[config.mk]
export PLATFORM = sky130hd
export DESIGN_NAME = i2c_master_bit_engine_flat
export DESIGN_NICKNAME = d
export VERILOG_FILES = /design/src/rtl/i2cm_pkg.sv /design/src/rtl/i2cm_if.sv /design/src/rtl/i2c_master_bit_engine.sv /design/src/rtl/i2cm_front.sv /design/src/rtl/i2cm_back.sv /design/src/flat_wrapper.sv
export SDC_FILE = /design/constraint.sdc
export NUM_CORES = 1
export LEC_CHECK = 0
export ABC_AREA = 1
export BUFFER_PORTS_ARGS = -buffer_cell sky130_fd_sc_hd__buf_2
export CELL_PAD_IN_SITES_DETAIL_PLACEMENT = 1
export CELL_PAD_IN_SITES_GLOBAL_PLACEMENT = 2
export CORE_MARGIN = 1
export CORE_UTILIZATION = 38
export DETAILED_ROUTE_END_ITERATION = 8
export PLACE_DENSITY_LB_ADDON = 0.1
export SYNTH_ARGS = -nofsm -noshare
export SYNTH_HDL_FRONTEND = slang
export SYNTH_SLANG_ARGS = --single-unit
[constraint.sdc]
create_clock -name clock -period 5 [get_ports clock]
set_clock_uncertainty 0.05 [all_clocks]
set_input_delay 0 -clock clock [delete_from_list [all_inputs] [get_ports clock]]
set_output_delay 0 -clock clock [all_outputs]
set_load 0.005 [all_outputs]
[src/rtl/i2cm_pkg.sv]
// i2cm_pkg: shared types, constants and a helper function of the I2C master bit engine.
// No dependencies; every other file of the block uses it by scoped names.
`timescale 1ns / 1ps

package i2cm_pkg;

   localparam int DATA_BITS   = 8;
   localparam int STEP_W      = 5;
   localparam int QUEUE_DEPTH = 2;

   typedef enum logic [2:0] {
      CMD_NONE  = 3'd0,
      CMD_START = 3'd1,
      CMD_STOP  = 3'd2,
      CMD_WRITE = 3'd3,
      CMD_READ  = 3'd4,
      CMD_SACK  = 3'd5,
      CMD_RACK  = 3'd6
   } cmd_type;

   // Position inside the three-action group of one data bit.
   typedef enum logic [1:0] {
      PH_FIRST  = 2'd0,
      PH_SECOND = 2'd1,
      PH_THIRD  = 2'd2
   } phase_type;

   // One classified tick as it sits in the queue.
   typedef struct packed {
      cmd_type              cmd;
      logic                 load_en;
      logic [DATA_BITS-1:0] load_data;
      logic                 sda_sample;
   } tick_type;

   // Head of the queue as the back end sees it.
   typedef struct packed {
      logic     valid;
      tick_type tick;
   } queue_head_type;

   typedef struct packed {
      logic                 scl_level;
      logic                 sda_level;
      logic                 busy_res;
      logic                 done_res;
      logic [DATA_BITS-1:0] read_data;
      logic                 ack_received;
   } result_type;

   // Number of pin actions of each command sequence.
   function automatic logic [STEP_W-1:0] seq_length(cmd_type cmd);
      logic [STEP_W-1:0] len;
      unique case (cmd)
         CMD_START: len = STEP_W'(4);
         CMD_STOP:  len = STEP_W'(3);
         CMD_WRITE: len = STEP_W'(3 * DATA_BITS);
         CMD_READ:  len = STEP_W'(1 + 3 * DATA_BITS);
         CMD_SACK:  len = STEP_W'(3);
         CMD_RACK:  len = STEP_W'(4);
         default:   len = '0;
      endcase
      return len;
   endfunction

endpackage

[src/rtl/i2cm_if.sv]
// i2cm_if: valid/ready channel interfaces for the tick requests and the tick results.
// Depends on i2cm_pkg for the data width.
`timescale 1ns / 1ps

interface i2cm_req_if;
   logic                           valid;
   logic                           ready;
   logic [2:0]                     command;
   logic [i2cm_pkg::DATA_BITS-1:0] write_data;
   logic                           ack_to_send;
   logic                           sda_sample;

   modport source (output valid, command, write_data, ack_to_send, sda_sample, input ready);
   modport sink   (input valid, command, write_data, ack_to_send, sda_sample, output ready);
endinterface

interface i2cm_rsp_if;
   logic                           valid;
   logic                           ready;
   logic                           scl_level;
   logic                           sda_level;
   logic                           busy_res;
   logic                           done_res;
   logic [i2cm_pkg::DATA_BITS-1:0] read_data;
   logic                           ack_received;

   modport source (output valid, scl_level, sda_level, busy_res, done_res, read_data,
                   ack_received, input ready);
   modport sink   (input valid, scl_level, sda_level, busy_res, done_res, read_data,
                   ack_received, output ready);
endinterface

[src/rtl/i2c_master_bit_engine.sv]
// i2c_master_bit_engine: top level of the I2C master bit engine, front end, queue and back end.
// Depends on i2cm_pkg, i2cm_if, i2cm_front and i2cm_back.
`timescale 1ns / 1ps
//
//   Channel   Direction  Carries
//   -------   ---------  -------------------------------------------------------------
//   req_bus   in         one timing tick: command, write_data, ack_to_send, sda_sample
//   rsp_bus   out        one result per tick: scl_level, sda_level, busy_res, done_res,
//                        read_data, ack_received
//
// The engine takes one tick beat every clock cycle unless the queue is full and returns
// one result beat for each. A beat enters the tick queue at the
// accepting edge, the back end performs its pin action from the queue head, and the result
// is registered for rsp_bus. The single sequencer in the back end sets the rate. Reset is
// synchronous: the queue and the result register empty, both lines read released and no
// command is active. A stall on rsp_bus holds the result register and the sequencer; the
// queue keeps taking ticks until it is full, then drops req_bus.ready.

module i2c_master_bit_engine #(
   parameter int QUEUE_DEPTH = i2cm_pkg::QUEUE_DEPTH
) (
   input  logic              clock,
   input  logic              reset,
   i2cm_req_if.sink          req_bus,
   i2cm_rsp_if.source        rsp_bus
);

   // Head of the tick queue, seen by the back end.
   i2cm_pkg::queue_head_type head;
   // Back end takes the head tick this cycle.
   logic                     pop;
   // Registered result beat.
   i2cm_pkg::result_type     result;

   // Front end: decodes each command and parks the classified tick in the queue.
   i2cm_front #(
      .QUEUE_DEPTH(QUEUE_DEPTH)
   ) u_front (
      .clock          (clock),
      .reset          (reset),
      .in_valid       (req_bus.valid),
      .in_ready       (req_bus.ready),
      .in_command     (req_bus.command),
      .in_write_data  (req_bus.write_data),
      .in_ack_to_send (req_bus.ack_to_send),
      .in_sda_sample  (req_bus.sda_sample),
      .head           (head),
      .pop            (pop)
   );

   // Back end: one pin action per tick, result held until the sink takes it.
   i2cm_back u_back (
      .clock     (clock),
      .reset     (reset),
      .head      (head),
      .pop       (pop),
      .out_valid (rsp_bus.valid),
      .out_ready (rsp_bus.ready),
      .out_data  (result)
   );

   assign rsp_bus.scl_level    = result.scl_level;
   assign rsp_bus.sda_level    = result.sda_level;
   assign rsp_bus.busy_res     = result.busy_res;
   assign rsp_bus.done_res     = result.done_res;
   assign rsp_bus.read_data    = result.read_data;
   assign rsp_bus.ack_received = result.ack_received;

endmodule

[src/rtl/i2cm_front.sv]
// i2cm_front: accepts request beats, decodes the command and queues the classified tick.
// Depends on i2cm_pkg.
`timescale 1ns / 1ps

module i2cm_front #(
   parameter int QUEUE_DEPTH = i2cm_pkg::QUEUE_DEPTH
) (
   input  logic                           clock,
   input  logic                           reset,
   input  logic                           in_valid,
   output logic                           in_ready,
   input  logic [2:0]                     in_command,
   input  logic [i2cm_pkg::DATA_BITS-1:0] in_write_data,
   input  logic                           in_ack_to_send,
   input  logic                           in_sda_sample,
   output i2cm_pkg::queue_head_type       head,
   input  logic                           pop
);

   localparam int PTR_W = $clog2(QUEUE_DEPTH);
   localparam int CNT_W = $clog2(QUEUE_DEPTH + 1);

   i2cm_pkg::tick_type entry_ff [QUEUE_DEPTH];
   logic [PTR_W-1:0]   wr_ptr_ff, wr_ptr_in;
   logic [PTR_W-1:0]   rd_ptr_ff, rd_ptr_in;
   logic [CNT_W-1:0]   count_ff, count_in;
   i2cm_pkg::tick_type tick;
   logic               push;
   logic               do_pop;

   // Classify the command; unknown codes become no command.
   always_comb begin
      tick.load_en    = 1'b0;
      tick.load_data  = '0;
      tick.sda_sample = in_sda_sample;
      unique case (in_command)
         i2cm_pkg::CMD_START: tick.cmd = i2cm_pkg::CMD_START;
         i2cm_pkg::CMD_STOP:  tick.cmd = i2cm_pkg::CMD_STOP;
         i2cm_pkg::CMD_WRITE: begin
            tick.cmd       = i2cm_pkg::CMD_WRITE;
            tick.load_en   = 1'b1;
            tick.load_data = in_write_data;
         end
         i2cm_pkg::CMD_READ: begin
            tick.cmd     = i2cm_pkg::CMD_READ;
            tick.load_en = 1'b1;
         end
         i2cm_pkg::CMD_SACK: begin
            tick.cmd       = i2cm_pkg::CMD_SACK;
            tick.load_en   = 1'b1;
            tick.load_data = {{(i2cm_pkg::DATA_BITS-1){1'b0}}, in_ack_to_send};
         end
         i2cm_pkg::CMD_RACK: tick.cmd = i2cm_pkg::CMD_RACK;
         default: tick.cmd = i2cm_pkg::CMD_NONE;
      endcase
   end

   assign in_ready   = (count_ff != CNT_W'(QUEUE_DEPTH));
   assign push       = in_valid && in_ready;
   assign head.valid = (count_ff != '0);
   assign head.tick  = entry_ff[rd_ptr_ff];
   assign do_pop     = pop && head.valid;

   always_comb begin
      wr_ptr_in = push   ? wr_ptr_ff + PTR_W'(1) : wr_ptr_ff;
      rd_ptr_in = do_pop ? rd_ptr_ff + PTR_W'(1) : rd_ptr_ff;
      count_in  = count_ff + CNT_W'(push) - CNT_W'(do_pop);
   end

   always_ff @(posedge clock) begin
      if (reset) begin
         wr_ptr_ff <= '0;
         rd_ptr_ff <= '0;
         count_ff  <= '0;
      end else begin
         wr_ptr_ff <= wr_ptr_in;
         rd_ptr_ff <= rd_ptr_in;
         count_ff  <= count_in;
      end
   end

   always_ff @(posedge clock) begin
      if (push) begin
         entry_ff[wr_ptr_ff] <= tick;
      end
   end

endmodule

[src/rtl/i2cm_back.sv]
// i2cm_back: runs the command sequences one pin action per tick and registers each result.
// Depends on i2cm_pkg.
`timescale 1ns / 1ps

module i2cm_back (
   input  logic                     clock,
   input  logic                     reset,
   input  i2cm_pkg::queue_head_type head,
   output logic                     pop,
   output logic                     out_valid,
   input  logic                     out_ready,
   output i2cm_pkg::result_type     out_data
);

   localparam int DW = i2cm_pkg::DATA_BITS;
   localparam int SW = i2cm_pkg::STEP_W;

   i2cm_pkg::cmd_type    active_ff, active_in;
   logic [SW-1:0]        step_ff, step_in;
   i2cm_pkg::phase_type  phase_ff, phase_in;
   logic [DW-1:0]        shift_ff, shift_in;
   logic [DW-1:0]        rbyte_ff, rbyte_in;
   logic                 rack_ff, rack_in;
   logic                 scl_ff, scl_in;
   logic                 sda_ff, sda_in;
   logic                 rsp_valid_ff, rsp_valid_in;
   i2cm_pkg::result_type rsp_data_ff, rsp_data_in;

   logic                 start;
   i2cm_pkg::cmd_type    cmd_eff;
   logic [SW-1:0]        step_eff;
   logic [SW-1:0]        step_next;
   i2cm_pkg::phase_type  phase_eff;
   logic [DW-1:0]        shift_eff;
   logic                 last;

   assign pop = head.valid && (!rsp_valid_ff || out_ready);

   // A command is taken only while idle; its first action runs on the same tick.
   always_comb begin
      start     = (active_ff == i2cm_pkg::CMD_NONE) && (head.tick.cmd != i2cm_pkg::CMD_NONE);
      cmd_eff   = start ? head.tick.cmd : active_ff;
      step_eff  = start ? '0 : step_ff;
      phase_eff = start ? i2cm_pkg::PH_FIRST : phase_ff;
      shift_eff = (start && head.tick.load_en) ? head.tick.load_data : shift_ff;
      step_next = step_eff + SW'(1);
      last      = (cmd_eff != i2cm_pkg::CMD_NONE) &&
                  (step_next >= i2cm_pkg::seq_length(cmd_eff));
   end

   // Next state of the sequencer.
   always_comb begin
      active_in = last ? i2cm_pkg::CMD_NONE : cmd_eff;
      step_in   = (last || cmd_eff == i2cm_pkg::CMD_NONE) ? '0 : step_next;
      if (cmd_eff == i2cm_pkg::CMD_READ && step_eff == '0) begin
         phase_in = i2cm_pkg::PH_FIRST;
      end else begin
         unique case (phase_eff)
            i2cm_pkg::PH_FIRST:  phase_in = i2cm_pkg::PH_SECOND;
            i2cm_pkg::PH_SECOND: phase_in = i2cm_pkg::PH_THIRD;
            default:             phase_in = i2cm_pkg::PH_FIRST;
         endcase
      end
   end

   // Pin actions and data path.
   always_comb begin
      scl_in   = scl_ff;
      sda_in   = sda_ff;
      shift_in = shift_eff;
      rack_in  = rack_ff;
      unique case (cmd_eff)
         i2cm_pkg::CMD_START: begin
            case (step_eff)
               SW'(0):  sda_in = 1'b1;
               SW'(1):  scl_in = 1'b1;
               SW'(2):  sda_in = 1'b0;
               default: scl_in = 1'b0;
            endcase
         end
         i2cm_pkg::CMD_STOP: begin
            case (step_eff)
               SW'(0):  sda_in = 1'b0;
               SW'(1):  scl_in = 1'b1;
               default: sda_in = 1'b1;
            endcase
         end
         i2cm_pkg::CMD_WRITE: begin
            case (phase_eff)
               i2cm_pkg::PH_FIRST:  sda_in = shift_eff[DW-1];
               i2cm_pkg::PH_SECOND: scl_in = 1'b1;
               default: begin
                  scl_in   = 1'b0;
                  shift_in = {shift_eff[DW-2:0], 1'b0};
               end
            endcase
         end
         i2cm_pkg::CMD_READ: begin
            if (step_eff == '0) begin
               sda_in = 1'b1;
            end else begin
               case (phase_eff)
                  i2cm_pkg::PH_FIRST:  scl_in = 1'b1;
                  i2cm_pkg::PH_SECOND: shift_in = {shift_eff[DW-2:0], head.tick.sda_sample};
                  default:             scl_in = 1'b0;
               endcase
            end
         end
         i2cm_pkg::CMD_SACK: begin
            case (step_eff)
               SW'(0):  sda_in = shift_eff[0];
               SW'(1):  scl_in = 1'b1;
               default: scl_in = 1'b0;
            endcase
         end
         i2cm_pkg::CMD_RACK: begin
            case (step_eff)
               SW'(0):  sda_in = 1'b1;
               SW'(1):  scl_in = 1'b1;
               SW'(2):  rack_in = head.tick.sda_sample;
               default: scl_in = 1'b0;
            endcase
         end
         default: ;
      endcase
      rbyte_in = (last && cmd_eff == i2cm_pkg::CMD_READ) ? shift_in : rbyte_ff;

      rsp_data_in.scl_level    = scl_in;
      rsp_data_in.sda_level    = sda_in;
      rsp_data_in.busy_res     = (active_in != i2cm_pkg::CMD_NONE);
      rsp_data_in.done_res     = last;
      rsp_data_in.read_data    = rbyte_in;
      rsp_data_in.ack_received = rack_in;
      rsp_valid_in = pop || (rsp_valid_ff && !out_ready);
   end

   always_ff @(posedge clock) begin
      if (reset) begin
         active_ff    <= i2cm_pkg::CMD_NONE;
         step_ff      <= '0;
         phase_ff     <= i2cm_pkg::PH_FIRST;
         shift_ff     <= '0;
         rbyte_ff     <= '0;
         rack_ff      <= 1'b0;
         scl_ff       <= 1'b1;
         sda_ff       <= 1'b1;
         rsp_valid_ff <= 1'b0;
      end else begin
         rsp_valid_ff <= rsp_valid_in;
         if (pop) begin
            active_ff <= active_in;
            step_ff   <= step_in;
            phase_ff  <= phase_in;
            shift_ff  <= shift_in;
            rbyte_ff  <= rbyte_in;
            rack_ff   <= rack_in;
            scl_ff    <= scl_in;
            sda_ff    <= sda_in;
         end
      end
   end

   always_ff @(posedge clock) begin
      if (pop) begin
         rsp_data_ff <= rsp_data_in;
      end
   end

   assign out_valid = rsp_valid_ff;
   assign out_data  = rsp_data_ff;

endmodule

[src/flat_wrapper.sv]
// flat-port wrapper written by rule: the top's interface ports become plain ports
module i2c_master_bit_engine_flat 
#(
   parameter int QUEUE_DEPTH = i2cm_pkg::QUEUE_DEPTH
)
  (clock, reset, req_bus_valid, req_bus_command, req_bus_write_data, req_bus_ack_to_send, req_bus_sda_sample, req_bus_ready, rsp_bus_valid, rsp_bus_scl_level, rsp_bus_sda_level, rsp_bus_busy_res, rsp_bus_done_res, rsp_bus_read_data, rsp_bus_ack_received, rsp_bus_ready);
  i2cm_req_if req_bus_i ();
  i2cm_rsp_if rsp_bus_i ();
  input  logic clock;
  input  logic reset;
  input wire logic [$bits(req_bus_i.valid)-1:0] req_bus_valid;
  input wire logic [$bits(req_bus_i.command)-1:0] req_bus_command;
  input wire logic [$bits(req_bus_i.write_data)-1:0] req_bus_write_data;
  input wire logic [$bits(req_bus_i.ack_to_send)-1:0] req_bus_ack_to_send;
  input wire logic [$bits(req_bus_i.sda_sample)-1:0] req_bus_sda_sample;
  output wire logic [$bits(req_bus_i.ready)-1:0] req_bus_ready;
  output wire logic [$bits(rsp_bus_i.valid)-1:0] rsp_bus_valid;
  output wire logic [$bits(rsp_bus_i.scl_level)-1:0] rsp_bus_scl_level;
  output wire logic [$bits(rsp_bus_i.sda_level)-1:0] rsp_bus_sda_level;
  output wire logic [$bits(rsp_bus_i.busy_res)-1:0] rsp_bus_busy_res;
  output wire logic [$bits(rsp_bus_i.done_res)-1:0] rsp_bus_done_res;
  output wire logic [$bits(rsp_bus_i.read_data)-1:0] rsp_bus_read_data;
  output wire logic [$bits(rsp_bus_i.ack_received)-1:0] rsp_bus_ack_received;
  input wire logic [$bits(rsp_bus_i.ready)-1:0] rsp_bus_ready;
  assign req_bus_i.valid = req_bus_valid;
  assign req_bus_i.command = req_bus_command;
  assign req_bus_i.write_data = req_bus_write_data;
  assign req_bus_i.ack_to_send = req_bus_ack_to_send;
  assign req_bus_i.sda_sample = req_bus_sda_sample;
  assign req_bus_ready = req_bus_i.ready;
  assign rsp_bus_valid = rsp_bus_i.valid;
  assign rsp_bus_scl_level = rsp_bus_i.scl_level;
  assign rsp_bus_sda_level = rsp_bus_i.sda_level;
  assign rsp_bus_busy_res = rsp_bus_i.busy_res;
  assign rsp_bus_done_res = rsp_bus_i.done_res;
  assign rsp_bus_read_data = rsp_bus_i.read_data;
  assign rsp_bus_ack_received = rsp_bus_i.ack_received;
  assign rsp_bus_i.ready = rsp_bus_ready;
  i2c_master_bit_engine #(.QUEUE_DEPTH(QUEUE_DEPTH)) u_core (.clock(clock), .reset(reset), .req_bus(req_bus_i), .rsp_bus(rsp_bus_i));
endmodule
==> impl_metrics.py, run 1 <==
metrics = {
    "power_and_ir_drop": {
        "p_clk_frac": 0.184,
        "ir_drop_mv": 0.2577,
        "static-leakage-power_nw": 2.211,
        "fraction_of_power_consumed_by_sequential_logic": 0.327,
        "internal_power_mw": 1.709,
        "pwr-share-comb": 0.489,
        "p_sw_frac": 0.4321,
        "power.density_cell_area_nw_per_um2": 656.8,
        "net_switching_power_of_the_design_mw": 1.300,
    },
    "placed_design": {
        "dp_hpwl_mm": 6.558,
        "place_worst_setup_slack_ns": 1.132,
        "count_of_port_buffers_added_during_placement": 31,
        "globalplace.congestion": 0.7486,
        "dpl.cell_count": 641,
    },
    "clock_tree": {
        "cts-hold-fix-buffers": 17,
        "root_buffer": "sky130_fd_sc_hd__clkbuf_8",
        "h_tree_depth": 3,
        "clockBufferDepth": 2,
        "cts.sink_count": 74,
        "cts_tree": "built",
        "cts_inserted_buffers": 9,
        "clock_insertion_delay_worst_skew_ns": 0.35,
        "postCtsSetupBuffers": 0,
        "ctsResizeCount": 0,
        "clock_transition_at_the_register_clock_pins_on_the_worst_setup_and_hold_paths_after_cts_ns": 0.08,
    },
    "final_layout": {
        "multiInputGateArea_um2": 1684,
        "fill_cells": 1216,
        "post_route_cells_drive_above_1_share": 0.1442,
        "areaGrowthSynthToFinish_pct": 17.52,
        "register_area_um2": 1872,
        "layout.cells.non_filler": 674,
        "fin_nets": 568,
        "antennaDiodeCount": 0,
        "final_core_utilization": 0.4645,
    },
    "critical_path": {
        "worstSetupPathType": "reg2reg",
        "worst_path_max_delay_cell": "sky130_fd_sc_hd__dfxtp_1",
        "timing.critical_path.required_ns": 5.07,
        "r2r_setup_slack_ns": 1.15,
        "worstSetupEndpointType": "flip-flop",
        "worst_r2r_end": "u_core.u_back.out_data[3]$_DFFE_PP_",
        "cpMostUsedCell": "sky130_fd_sc_hd__nand2_1",
        "critical_path_peak_fanout": 15,
        "timing.reg2reg.worst_path_depth": 20,
        "crit_path_max_incr_delay_ns": 0.44,
        "path_cells": "inv_2 -> nand2_1 -> a31oi_1 -> inv_1 -> ha_1 -> nand3_1 -> nand2_1 -> or2_2 -> a21oi_1 -> inv_1 -> ha_1 -> nand2_1 -> nor2_1 -> nand2_1 -> o2111ai_1 -> nand2_2 -> inv_2 -> or2_2 -> nand2_1 -> inv_1",
        "start_kind": "flip-flop",
        "critPathArrivalTime_ns": 3.92,
    },
    "synth": {
        "syn_nets": 519,
        "netlist_top_cells_count": "137 x sky130_fd_sc_hd__nand2_1, 71 x sky130_fd_sc_hd__inv_1, 39 x sky130_fd_sc_hd__edfxtp_1",
        "synthesized_area_per_cell_um2": 8.006,
        "synth_warnings": 0,
        "ys_seq_area_frac": 0.4801,
        "postSynth.topFlopCell": "sky130_fd_sc_hd__edfxtp_1",
        "synth-async-reset-ratio": 0,
        "mappedNetlistArea_um2": 3899,
        "synthTopCellsByArea": "sky130_fd_sc_hd__edfxtp_1 30%, sky130_fd_sc_hd__dfxtp_1 18%, sky130_fd_sc_hd__nand2_1 13%",
        "edff_count_synth": 39,
        "synth_cell_type_count": 36,
        "number_of_register_bits_inferred_by_synthesis": 74,
        "syn-instance-count": 487,
        "synth_top_cell_by_area": "sky130_fd_sc_hd__edfxtp_1",
        "yosysMostFrequentCell": "sky130_fd_sc_hd__nand2_1",
        "synthDominantCellAreaShare": 0.3004,
    },
    "timing": {
        "timing.setup.tns_ns": 0,
        "pin_slew_with_the_least_headroom_to_its_limit_ns": 1.106,
        "report.final.hold_viol_count": 0,
        "rsz0062_at_grt": "false",
        "finalCriticalPeriod_ns": 3.848,
        "finalCritPeriodShare": 0.7696,
        "clock.fmax_ghz": 0.2599,
        "timing.slew.headroom": 0.2602,
        "setup_ws_ns": 1.152,
        "final-max-slew-violation-count": 0,
        "setup_viol_count_final": 0,
    },
    "detailed_routing": {
        "vias_per_cell": 4.731,
        "vias": 3189,
        "drcViolationCount": 0,
        "detailedRoute.firstIterationViolations": 65,
        "first_pass_iters": 4,
        "route.detailed.wl_per_inst_um": 13.35,
        "drt-total-wl_mm": 8.999,
        "number_of_antenna_violating_nets_in_the_routed_design": 0,
    },
    "grt": {
        "antenna_violations_before_repair": 0,
        "grt.overflow.total": 0,
        "grt_start_max_net_pins": 62,
        "global_route_wire_length_before_repair_mm": 15.03,
        "gr-usage-all-layers": 0.1876,
        "via_count_of_the_first_global_routing_pass": 3106,
    },
    "hold_path": {
        "terminating_pin_of_the_worst_hold_path": "u_core.u_front.entry_ff[0][0]$_DFFE_PP_",
        "timing.hold.worst.class": "in2reg",
        "timing.hold.worst_path_depth": 2,
        "hold_path.startpoint": "req_bus_sda_sample",
    },
    "job": {
        "cap_violations": 0,
    },
    "floorplanning": {
        "floorplan.initialDensity": 0.3952,
        "fp-row-count": 36,
        "die-height_um": 103.3,
        "fp.coreArea_um2": 9864,
        "chipWidth_um": 103.3,
        "die-area_um2": 10670,
        "top_level_ports": 32,
    },
    "run_status": {
        "run_status": "finished clean",
    },
}
-- power by group through the flow --
| stage | clock network (mW) | registers, mW | logic (mW) |
|---|---|---|---|
| after floorplan | 0 | 0.977 | 1.11 |
| final | 0.553 | 0.985 | 1.47 |
| after CTS | 0.570 | 0.988 | 1.50 |
| after global placement | 0 | 0.994 | 1.43 |
| after detailed placement | 0 | 1.00 | 1.48 |
| after global routing | 0.594 | 1.01 | 1.71 |
-- layout make-up --
class / instances / share of cell area
clock buffer: 11 / 0.03304
clock inverter: 5 / 0.01830
inverter: 75 / 0.06199
multi-input combinational: 326 / 0.3676
sequential: 74 / 0.4085
tap: 133 / 0.03632
timing repair buffer: 50 / 0.07428
-- per-layer routing --
metal,vias up,share of wire,track usage
met5,-,0,0
met2,45,0.45,0.3036
met4,0,0.011,0.06501
met1,1448,0.51,0.2513
li1,1687,-,-
met3,9,0.025,0.03629
-- per-stage QoR --
step	hold slack (ns)	area, um2	total power, mW
floorplan	0.04887	3899	2.086
global placement	0.1403	4177	2.426
detailed placement	0.1473	4177	2.478
CTS	0.2959	4582	3.060
global route	0.3229	4582	3.314
finish	0.3247	4582	3.009
-- state kept, by name (all words and copies together), names as in the netlist, 2 cells and up, named ones only --
signal,flops
u_core.u_back.rbyte_ff,8
u_core.u_front.count_ff,2
u_core.u_back.shift_ff,8
u_core.u_back.step_ff,5
u_core.u_back.active_ff,3
u_core.u_back.out_data,13
u_core.u_back.phase_ff,2
u_core.u_front.entry_ff,26
-- cell families after synthesis --
kind of cell | synth area share
simple gates | 0.2641
fa+ha+maj | 0.04814
compound gates | 0.1130
buf+inv | 0.08794
xor+xnor | 0.006741
flops | 0.4801
-- worst max-delay path by stage --
stage               depth (start not counted)                               startpoint  slack, ns                             endpoint
floorplan                                  19  u_core.u_back.active_ff[2]$_SDFFE_PP0P_       1.76  u_core.u_back.out_data[1]$_DFFE_PP_
global placement                           20                                flip-flop       1.22  u_core.u_back.out_data[4]$_DFFE_PP_
detailed placement                         20                                flip-flop       1.13  u_core.u_back.out_data[4]$_DFFE_PP_
CTS                                        20                                flip-flop       1.11  u_core.u_back.out_data[3]$_DFFE_PP_
global route                               20                                flip-flop       0.77  u_core.u_back.out_data[3]$_DFFE_PP_
finish                                     20                                flip-flop       1.15  u_core.u_back.out_data[3]$_DFFE_PP_
-- critical path, delay by kind of cell, from the launching register on --
kind | cells | cell delay (ns)
flops | 1 | 0.44
buf+inv | 5 | 0.59
simple gates | 10 | 1.36
fa+ha+maj | 2 | 0.49
compound gates | 3 | 0.67
-- cells in the final DEF (no fill, tap or decap), types with 8 or more instances in the layout --
cell / netlist / layout
sky130_fd_sc_hd__a21oi_1: 32 / 32
sky130_fd_sc_hd__buf_2: 2 / 31
sky130_fd_sc_hd__clkbuf_8: 0 / 11
sky130_fd_sc_hd__dfxtp_1: 35 / 35
sky130_fd_sc_hd__dlygate4sd3_1: 0 / 17
sky130_fd_sc_hd__edfxtp_1: 39 / 39
sky130_fd_sc_hd__ha_1: 15 / 15
sky130_fd_sc_hd__inv_1: 71 / 70
sky130_fd_sc_hd__nand2_1: 137 / 137
sky130_fd_sc_hd__nand3_1: 38 / 38
sky130_fd_sc_hd__nor2_1: 24 / 24
sky130_fd_sc_hd__o211ai_1: 8 / 8
sky130_fd_sc_hd__o21ai_0: 30 / 30
sky130_fd_sc_hd__or2_2: 9 / 9
Power figures use the tool's default switching activity.
==> inputs of run 2 (changes only) <==
- ABC_AREA: 1 -> 0
- CORE_UTILIZATION: 38 -> 39
- clock period: 5 -> 3.9 ns (I/O delays scaled with it)
==> run 2 against run 1 <==
Power rose by 31%. Final area rose by 0.33%. Global-route usage rose by 2.2 points. Sequential share of layout area fell by 0.13 points. Setup slack got worse by 1.0 ns. Worst hold slack got worse by 0.32 ns. Register-to-register slack got worse by 1.0 ns. Non-clock buffer count rose by 12. Count of clock-buffer cells in the layout did not move.
==> impl_metrics.py, run 2 <==
metrics = {
    "run_status": {
        "run_status": "finished clean",
    },
    "detailed_routing": {
        "drcViolationCount": 0,
        "detailedRoute.firstIterationViolations": 151,
        "vias_per_cell": 5.585,
        "drt-total-wl_mm": 10.07,
        "vias": 3139,
        "number_of_antenna_violating_nets_in_the_routed_design": 0,
        "first_pass_iters": 4,
        "route.detailed.wl_per_inst_um": 17.91,
    },
    "critical_path": {
        "start_kind": "flip-flop",
        "worst_path_max_delay_cell": "sky130_fd_sc_hd__or3_1",
        "critPathArrivalTime_ns": 3.95,
        "path_cells": "or3_1 -> buf_4 -> or3_1 -> nand2_2 -> inv_1 -> ha_1 -> nand3_1 -> xor2_1 -> nor2_1 -> ha_1 -> a21oi_1 -> o31a_1 -> nor3_2 -> buf_4 -> a311oi_1",
        "crit_path_max_incr_delay_ns": 0.45,
        "critical_path_peak_fanout": 8,
        "worstSetupEndpointType": "flip-flop",
        "worstSetupPathType": "reg2reg",
        "timing.critical_path.required_ns": 4.10,
    },
    "final_layout": {
        "fill_cells": 1047,
        "regMostFlops": "u_core.u_front.entry_ff",
        "most-common-layout-cells": "39 x sky130_fd_sc_hd__edfxtp_1, 35 x sky130_fd_sc_hd__dfxtp_1, 31 x sky130_fd_sc_hd__buf_2",
        "post_route_cells_drive_above_1_share": 0.2309,
        "register_area_um2": 1872,
        "antennaDiodeCount": 0,
        "areaGrowthSynthToFinish_pct": 19.29,
        "multiInputGateArea_um2": 1893,
        "max_ffs_per_register": 26,
        "fin_area_um2": 4597,
        "fin_nets": 460,
        "layout_commonest_cell": "sky130_fd_sc_hd__edfxtp_1",
        "layout.cells.non_filler": 562,
    },
    "clock_tree": {
        "clock_transition_at_the_register_clock_pins_on_the_worst_setup_and_hold_paths_after_cts_ns": 0.08,
        "clockBufferDepth": 2,
        "cts.sink_count": 74,
        "h_tree_depth": 3,
        "clock_insertion_delay_worst_skew_ns": 0.35,
        "root_buffer": "sky130_fd_sc_hd__clkbuf_8",
        "cts_tree": "built",
        "cts_inserted_buffers": 9,
        "postCtsSetupBuffers": 0,
    },
    "floorplanning": {
        "fp-row-count": 35,
        "fp.coreArea_um2": 9415,
        "die-height_um": 101.4,
        "top_level_ports": 32,
        "die-area_um2": 10280,
        "floorplan.initialDensity": 0.4093,
        "chipWidth_um": 101.4,
    },
    "synth": {
        "yosysMostFrequentCell": "sky130_fd_sc_hd__edfxtp_1",
        "syn-instance-count": 373,
        "synth_cell_type_count": 54,
        "mappedNetlistArea_um2": 3854,
        "synthTopCellsByArea": "sky130_fd_sc_hd__edfxtp_1 30%, sky130_fd_sc_hd__dfxtp_1 18%, sky130_fd_sc_hd__mux2_2 5.8%",
        "ys_seq_area_frac": 0.4857,
        "number_of_register_bits_inferred_by_synthesis": 74,
        "postSynth.topFlopCell": "sky130_fd_sc_hd__edfxtp_1",
        "edff_count_synth": 39,
        "syn_nets": 405,
        "synthDominantCellAreaShare": 0.3039,
        "synth_top_cell_by_area": "sky130_fd_sc_hd__edfxtp_1",
        "synth_warnings": 0,
        "netlist_top_cells_count": "39 x sky130_fd_sc_hd__edfxtp_1, 35 x sky130_fd_sc_hd__dfxtp_1, 29 x sky130_fd_sc_hd__nor2_1",
        "synthesized_area_per_cell_um2": 10.33,
        "synth-async-reset-ratio": 0,
    },
    "timing": {
        "clock.fmax_ghz": 0.2666,
        "final-max-slew-violation-count": 0,
        "pin_slew_with_the_least_headroom_to_its_limit_ns": 1.087,
        "finalCritPeriodShare": 0.9617,
        "report.final.hold_viol_count": 0,
        "finalCriticalPeriod_ns": 3.750,
        "setup_viol_count_final": 0,
        "timing.slew.headroom": 0.2725,
        "finalHoldWorstSlack_ns": 0.008503,
    },
    "grt": {
        "via_count_of_the_first_global_routing_pass": 3102,
        "grt_start_max_net_pins": 47,
        "grt.overflow.total": 0,
        "global_route_wire_length_before_repair_mm": 16.26,
        "gr-usage-all-layers": 0.2098,
        "antenna_violations_before_repair": 0,
    },
    "placed_design": {
        "globalplace.congestion": 0.7743,
        "dpl.cell_count": 534,
        "placed_area_um2": 4253,
        "dp_hpwl_mm": 7.184,
        "count_of_port_buffers_added_during_placement": 31,
    },
    "hold_path": {
        "timing.hold.worst.class": "in2reg",
    },
    "job": {
        "cap_violations": 0,
    },
    "power_and_ir_drop": {
        "static-leakage-power_nw": 1.751,
        "power.density_cell_area_nw_per_um2": 855.5,
        "ir_drop_mv": 0.3018,
    },
}
run 2: cell count changes in the layout (fill, tap and decap cells not counted), moves of 8 or more:
cell,previous run,this run
sky130_fd_sc_hd__or2_2,9,1
sky130_fd_sc_hd__nand2_1,137,17
sky130_fd_sc_hd__o21ai_0,30,14
sky130_fd_sc_hd__nand3_1,38,11
sky130_fd_sc_hd__a31oi_1,2,27
sky130_fd_sc_hd__a21oi_1,32,22
sky130_fd_sc_hd__buf_4,2,19
sky130_fd_sc_hd__mux2_2,0,20
sky130_fd_sc_hd__inv_1,70,11
sky130_fd_sc_hd__a311oi_1,0,8
sky130_fd_sc_hd__and2_1,0,12
sky130_fd_sc_hd__o21ai_1,1,9
run 2: worst max-delay path, delay by kind of cell, from the launching register on:
kind / cells / cell delay [ns]
adders and majority gates: 2 / 0.59
DFF: 1 / 0.38
AOI/OAI and AO/OA: 3 / 0.83
xor gates and xnor gates: 1 / 0.15
and+or+nand+nor: 6 / 1.20
buffers and inverters: 3 / 0.46
run 2: path summary, 6_finish.rpt:
path | start | endpoint | slack [ns] | cells past startpoint
hold / removal | req_bus_valid | u_core.u_front.wr_ptr_ff$_SDFFE_PP0P_ | 0.009 | 4
setup / recovery | u_core.u_back.active_ff[1]$_SDFFE_PP0P_ | u_core.u_back.rbyte_ff[1]$_SDFFE_PP0P_ | 0.15 | 15
setup reg to reg | u_core.u_back.active_ff[1]$_SDFFE_PP0P_ | u_core.u_back.rbyte_ff[1]$_SDFFE_PP0P_ | 0.15 | 15
hold reg to reg | u_core.u_back.out_valid$_SDFF_PP0_ | u_core.u_back.out_valid$_SDFF_PP0_ | 0.45 | 2
run 2: area by class of cell:
cell class	count	share of cell area
Multi-Input combinational cell	270	0.4118
Sequential cell	74	0.4072
Timing Repair Buffer	62	0.09091
Tap cell	129	0.03511
Clock buffer	11	0.03321
Clock inverter	5	0.01279
Inverter	11	0.008982
run 2: routing by layer:
layer,up-vias,part of all wire,track usage
li1,1541,-,-
met1,1534,0.51,0.2983
met2,52,0.45,0.3276
met3,12,0.028,0.03244
met4,0,0.013,0.06689
met5,-,0,0
run 2: metrics by stage:
stage / power, mW / utilization / setup WS (ns) / setup TNS [ns]
floorplan: 2.612 / - / 0.01015 / 0
global route: 4.232 / 0.4882 / -0.002036 / -0.002036
global placement: 3.239 / 0.4517 / 0.2004 / 0
detailed placement: 3.272 / 0.4517 / 0.05309 / 0
finish: 3.933 / 0.4882 / 0.1496 / 0
CTS: 3.942 / 0.4874 / 0.07841 / 0
run 2: where the power goes:
group          switching (mW)  internal (mW)  leakage (nW)
clock network           0.298          0.337         0.109
registers               0.103           1.11         0.658
logic                    1.27          0.820         0.984
run 2: what timing repair did:
item,CTS,global route
setup endpoints to repair,1,15
cloned,0,0
hold buffers,12,0
gates resized for setup,1,2
endpoints found under the hold margin,26,0
run 2: kinds of logic (layout without fill, tap and decap cells):
| kind of cell | count (synthesis) | after routing | synth area share |
|---|---|---|---|
| compound gates | 123 | 123 | 0.2114 |
| fa+ha+maj | 16 | 16 | 0.05130 |
| simple gates | 101 | 101 | 0.1390 |
| buf+inv | 29 | 89 | 0.03052 |
| mux | 23 | 23 | 0.06624 |
| flops | 74 | 74 | 0.4857 |
| xor+xnor | 7 | 7 | 0.01591 |
==> inputs of run 3 (changes only) <==
- BUFFER_PORTS_ARGS: -buffer_cell sky130_fd_sc_hd__buf_2 -> -buffer_cell sky130_fd_sc_hd__buf_4
- CORE_UTILIZATION: 39 -> 42
- clock period: 3.9 -> 4.4 ns (I/O delays scaled with it)
==> run 3 against run 2 <==
The flow now finishes with violations (design-rule violations). Setup slack improved by 0.21 ns. Non-clock buffer count unchanged. Critical path depth is the same. Die area down 7.0%. Worst hold slack lost 0.0053 ns. Clock power shrank 9.8%. Via count is 1.9% higher. Wire length grew 0.65%. Critical endpoint is now u_core.u_back.out_data[8]$_DFFE_PP_.
==> impl_metrics.py, run 3 (synthesized netlist as in run 2, its figures left out) <==
metrics = {
    "critical_path": {
        "r2r_setup_slack_ns": 0.36,
        "regToRegStartpoint": "u_core.u_back.active_ff[2]$_SDFFE_PP0P_",
        "path_delay_family": "compound AO/OA/AOI/OAI gates",
        "cp.buffers_inverters": 2,
        "worstSetupPathType": "reg2reg",
        "worstSetupEndpointType": "flip-flop",
        "timing.critical_path.required_ns": 4.53,
        "critical_path_peak_fanout": 9,
        "path_cells": "or3_1 -> o21ba_2 -> ha_1 -> nor3b_1 -> a21o_1 -> nor3_1 -> nor3_1 -> ha_1 -> nand2b_1 -> a211oi_1 -> o31a_1 -> buf_4 -> nor2_1 -> buf_4 -> a31oi_1",
        "crit_path_max_incr_delay_ns": 0.51,
        "worst_path_max_delay_cell": "sky130_fd_sc_hd__or3_1",
        "timing.reg2reg.worst_path_depth": 15,
        "critPathArrivalTime_ns": 4.17,
        "worst_r2r_end": "u_core.u_back.out_data[8]$_DFFE_PP_",
        "start_kind": "flip-flop",
    },
    "detailed_routing": {
        "drt-total-wl_mm": 10.13,
        "vias_per_cell": 5.915,
        "number_of_antenna_violating_nets_in_the_routed_design": 0,
        "first_pass_iters": 6,
        "vias": 3200,
        "route.detailed.wl_per_inst_um": 18.73,
        "drcViolationCount": 12,
        "detailedRoute.firstIterationViolations": 189,
    },
    "hold_path": {
        "terminating_pin_of_the_worst_hold_path": "u_core.u_front.wr_ptr_ff$_SDFFE_PP0P_",
        "hold_path.startpoint": "req_bus_valid",
        "timing.hold.worst_path_depth": 4,
        "timing.hold.worst.class": "in2reg",
    },
    "final_layout": {
        "areaGrowthSynthToFinish_pct": 20.42,
        "fill_cells": 983,
        "fin_nets": 460,
        "post_route_cells_drive_above_1_share": 0.2171,
        "max_ffs_per_register": 26,
        "antennaDiodeCount": 0,
        "regMostFlops": "u_core.u_front.entry_ff",
        "layout_commonest_cell": "sky130_fd_sc_hd__buf_4",
        "most-common-layout-cells": "49 x sky130_fd_sc_hd__buf_4, 39 x sky130_fd_sc_hd__edfxtp_1, 35 x sky130_fd_sc_hd__dfxtp_1",
    },
    "timing": {
        "clock.fmax_ghz": 0.2477,
        "pin_slew_with_the_least_headroom_to_its_limit_ns": 1.132,
        "report.final.hold_viol_count": 0,
        "finalCritPeriodShare": 0.9174,
        "setup_viol_count_final": 0,
        "finalCriticalPeriod_ns": 4.037,
        "timing.setup.tns_ns": 0,
        "rsz0062_at_grt": "false",
        "timing.slew.headroom": 0.2423,
        "setup_ws_ns": 0.3635,
        "final-max-slew-violation-count": 0,
    },
    "floorplanning": {
        "die-height_um": 97.79,
        "die-area_um2": 9563,
        "chipWidth_um": 97.79,
        "fp.coreArea_um2": 8806,
        "top_level_ports": 32,
        "floorplan.initialDensity": 0.4376,
        "fp-row-count": 34,
    },
    "grt": {
        "gr-usage-all-layers": 0.2284,
        "groute.layer.met3.usage": 0.04295,
        "globalRouteMet1Util": 0.3119,
        "grt_start_max_net_pins": 46,
        "grt.overflow.total": 0,
        "global_route_wire_length_before_repair_mm": 16.95,
        "grt_busiest_layer": "met2",
        "globalRouteMet2Util": 0.3721,
        "antenna_violations_before_repair": 0,
        "via_count_of_the_first_global_routing_pass": 3238,
    },
    "power_and_ir_drop": {
        "p_clk_frac": 0.160,
        "power.density_cell_area_nw_per_um2": 770.4,
        "ir_drop_mv": 0.2873,
        "p_sw_frac": 0.4260,
        "net_switching_power_of_the_design_mw": 1.523,
        "internal_power_mw": 2.052,
        "pwr-share-comb": 0.537,
        "static-leakage-power_nw": 1.772,
        "fraction_of_power_consumed_by_sequential_logic": 0.303,
    },
    "clock_tree": {
        "clock_insertion_delay_worst_skew_ns": 0.35,
        "cts.sink_count": 74,
        "h_tree_depth": 3,
        "cts_tree": "built",
        "clock_transition_at_the_register_clock_pins_on_the_worst_setup_and_hold_paths_after_cts_ns": 0.09,
        "root_buffer": "sky130_fd_sc_hd__clkbuf_8",
        "cts_inserted_buffers": 9,
        "clockBufferDepth": 2,
    },
    "job": {
        "cap_violations": 0,
    },
    "placed_design": {
        "dp_hpwl_mm": 7.194,
        "count_of_port_buffers_added_during_placement": 31,
        "globalplace.congestion": 0.8464,
        "place_worst_setup_slack_ns": 0.2800,
    },
    "run_status": {
        "run_status": "complete, but fails checks",
        "violations": "design-rule violations",
    },
}
==> run 3: how the worst max path moves through the flow <==
stage                                             from                                endpoint  depth (start not counted)  slack [ns]
2_1_floorplan                                flip-flop  u_core.u_back.rbyte_ff[0]$_SDFFE_PP0P_                         16        0.04
3_3_place_gp   u_core.u_back.active_ff[2]$_SDFFE_PP0P_  u_core.u_back.rbyte_ff[1]$_SDFFE_PP0P_                         13        0.37
3_5_place_dp   u_core.u_back.active_ff[2]$_SDFFE_PP0P_  u_core.u_back.rbyte_ff[3]$_SDFFE_PP0P_                         13        0.28
4_1_cts        u_core.u_back.active_ff[2]$_SDFFE_PP0P_  u_core.u_back.rbyte_ff[1]$_SDFFE_PP0P_                         14        0.21
5_1_grt        u_core.u_back.active_ff[2]$_SDFFE_PP0P_     u_core.u_back.out_data[8]$_DFFE_PP_                         15         0.1
6_report       u_core.u_back.active_ff[2]$_SDFFE_PP0P_     u_core.u_back.out_data[8]$_DFFE_PP_                         15        0.36
==> run 3: layout make-up <==
type,instances,area (um2),share of cell area
clock buffer,11,152.6,0.03289
multi-input combinational,270,1883,0.4058
tap,108,135.1,0.02912
inverter,11,41.29,0.008897
sequential,74,1872,0.4033
timing repair buffer,62,498.0,0.1073
clock inverter,5,58.81,0.01267
==> run 3: layer usage <==
metal  part of all wire  vias up
li1                   -     1541
met1               0.49     1580
met2               0.46       66
met3              0.035       13
met4              0.014        0
met5                  0        -
==> run 3: power by group through the flow <==
stage / registers (mW) / logic [mW] / clock network (mW)
2_1_floorplan: 1.07 / 1.21 / 0
3_3_place_gp: 1.09 / 1.83 / 0
3_5_place_dp: 1.10 / 1.86 / 0
4_1_cts: 1.08 / 1.89 / 0.577
5_1_grt: 1.11 / 2.12 / 0.601
6_report: 1.08 / 1.92 / 0.573
==> run 3: what timing repair did <==
item | in CTS | in global routing
setup endpoints to repair | 0 | 7
hold endpoints to repair | 32 | 0
setup buffers | 0 | 0
hold buffers | 13 | 0
resized for setup | 0 | 2
==> run 3: metrics by stage <==
step                      cell area (um2)  total power [mW]  cells  hold WS (ns)  utilization
after CTS                            4627             3.552    541      0.007357       0.5254
after global placement               4285             2.914    512        0.1357       0.4866
final                                4641             3.575    541      0.003163       0.5270
after global routing                 4641             3.828    541       0.04212       0.5270
after floorplan                      3854             2.284    373       0.04887            -
after detailed placement             4285             2.961    512        0.1396       0.4866
==> run 3: worst reg2reg max path: stages (launching register included) <==
cell	delay (ns)
sky130_fd_sc_hd__dfxtp_1	0.37
sky130_fd_sc_hd__or3_1	0.51
sky130_fd_sc_hd__o21ba_2	0.29
sky130_fd_sc_hd__ha_1	0.21
sky130_fd_sc_hd__nor3b_1	0.16
sky130_fd_sc_hd__a21o_1	0.22
sky130_fd_sc_hd__nor3_1	0.26
sky130_fd_sc_hd__nor3_1	0.08
sky130_fd_sc_hd__ha_1	0.27
sky130_fd_sc_hd__nand2b_1	0.14
sky130_fd_sc_hd__a211oi_1	0.44
sky130_fd_sc_hd__o31a_1	0.26
sky130_fd_sc_hd__buf_4	0.20
sky130_fd_sc_hd__nor2_1	0.05
sky130_fd_sc_hd__buf_4	0.20
sky130_fd_sc_hd__a31oi_1	0.17
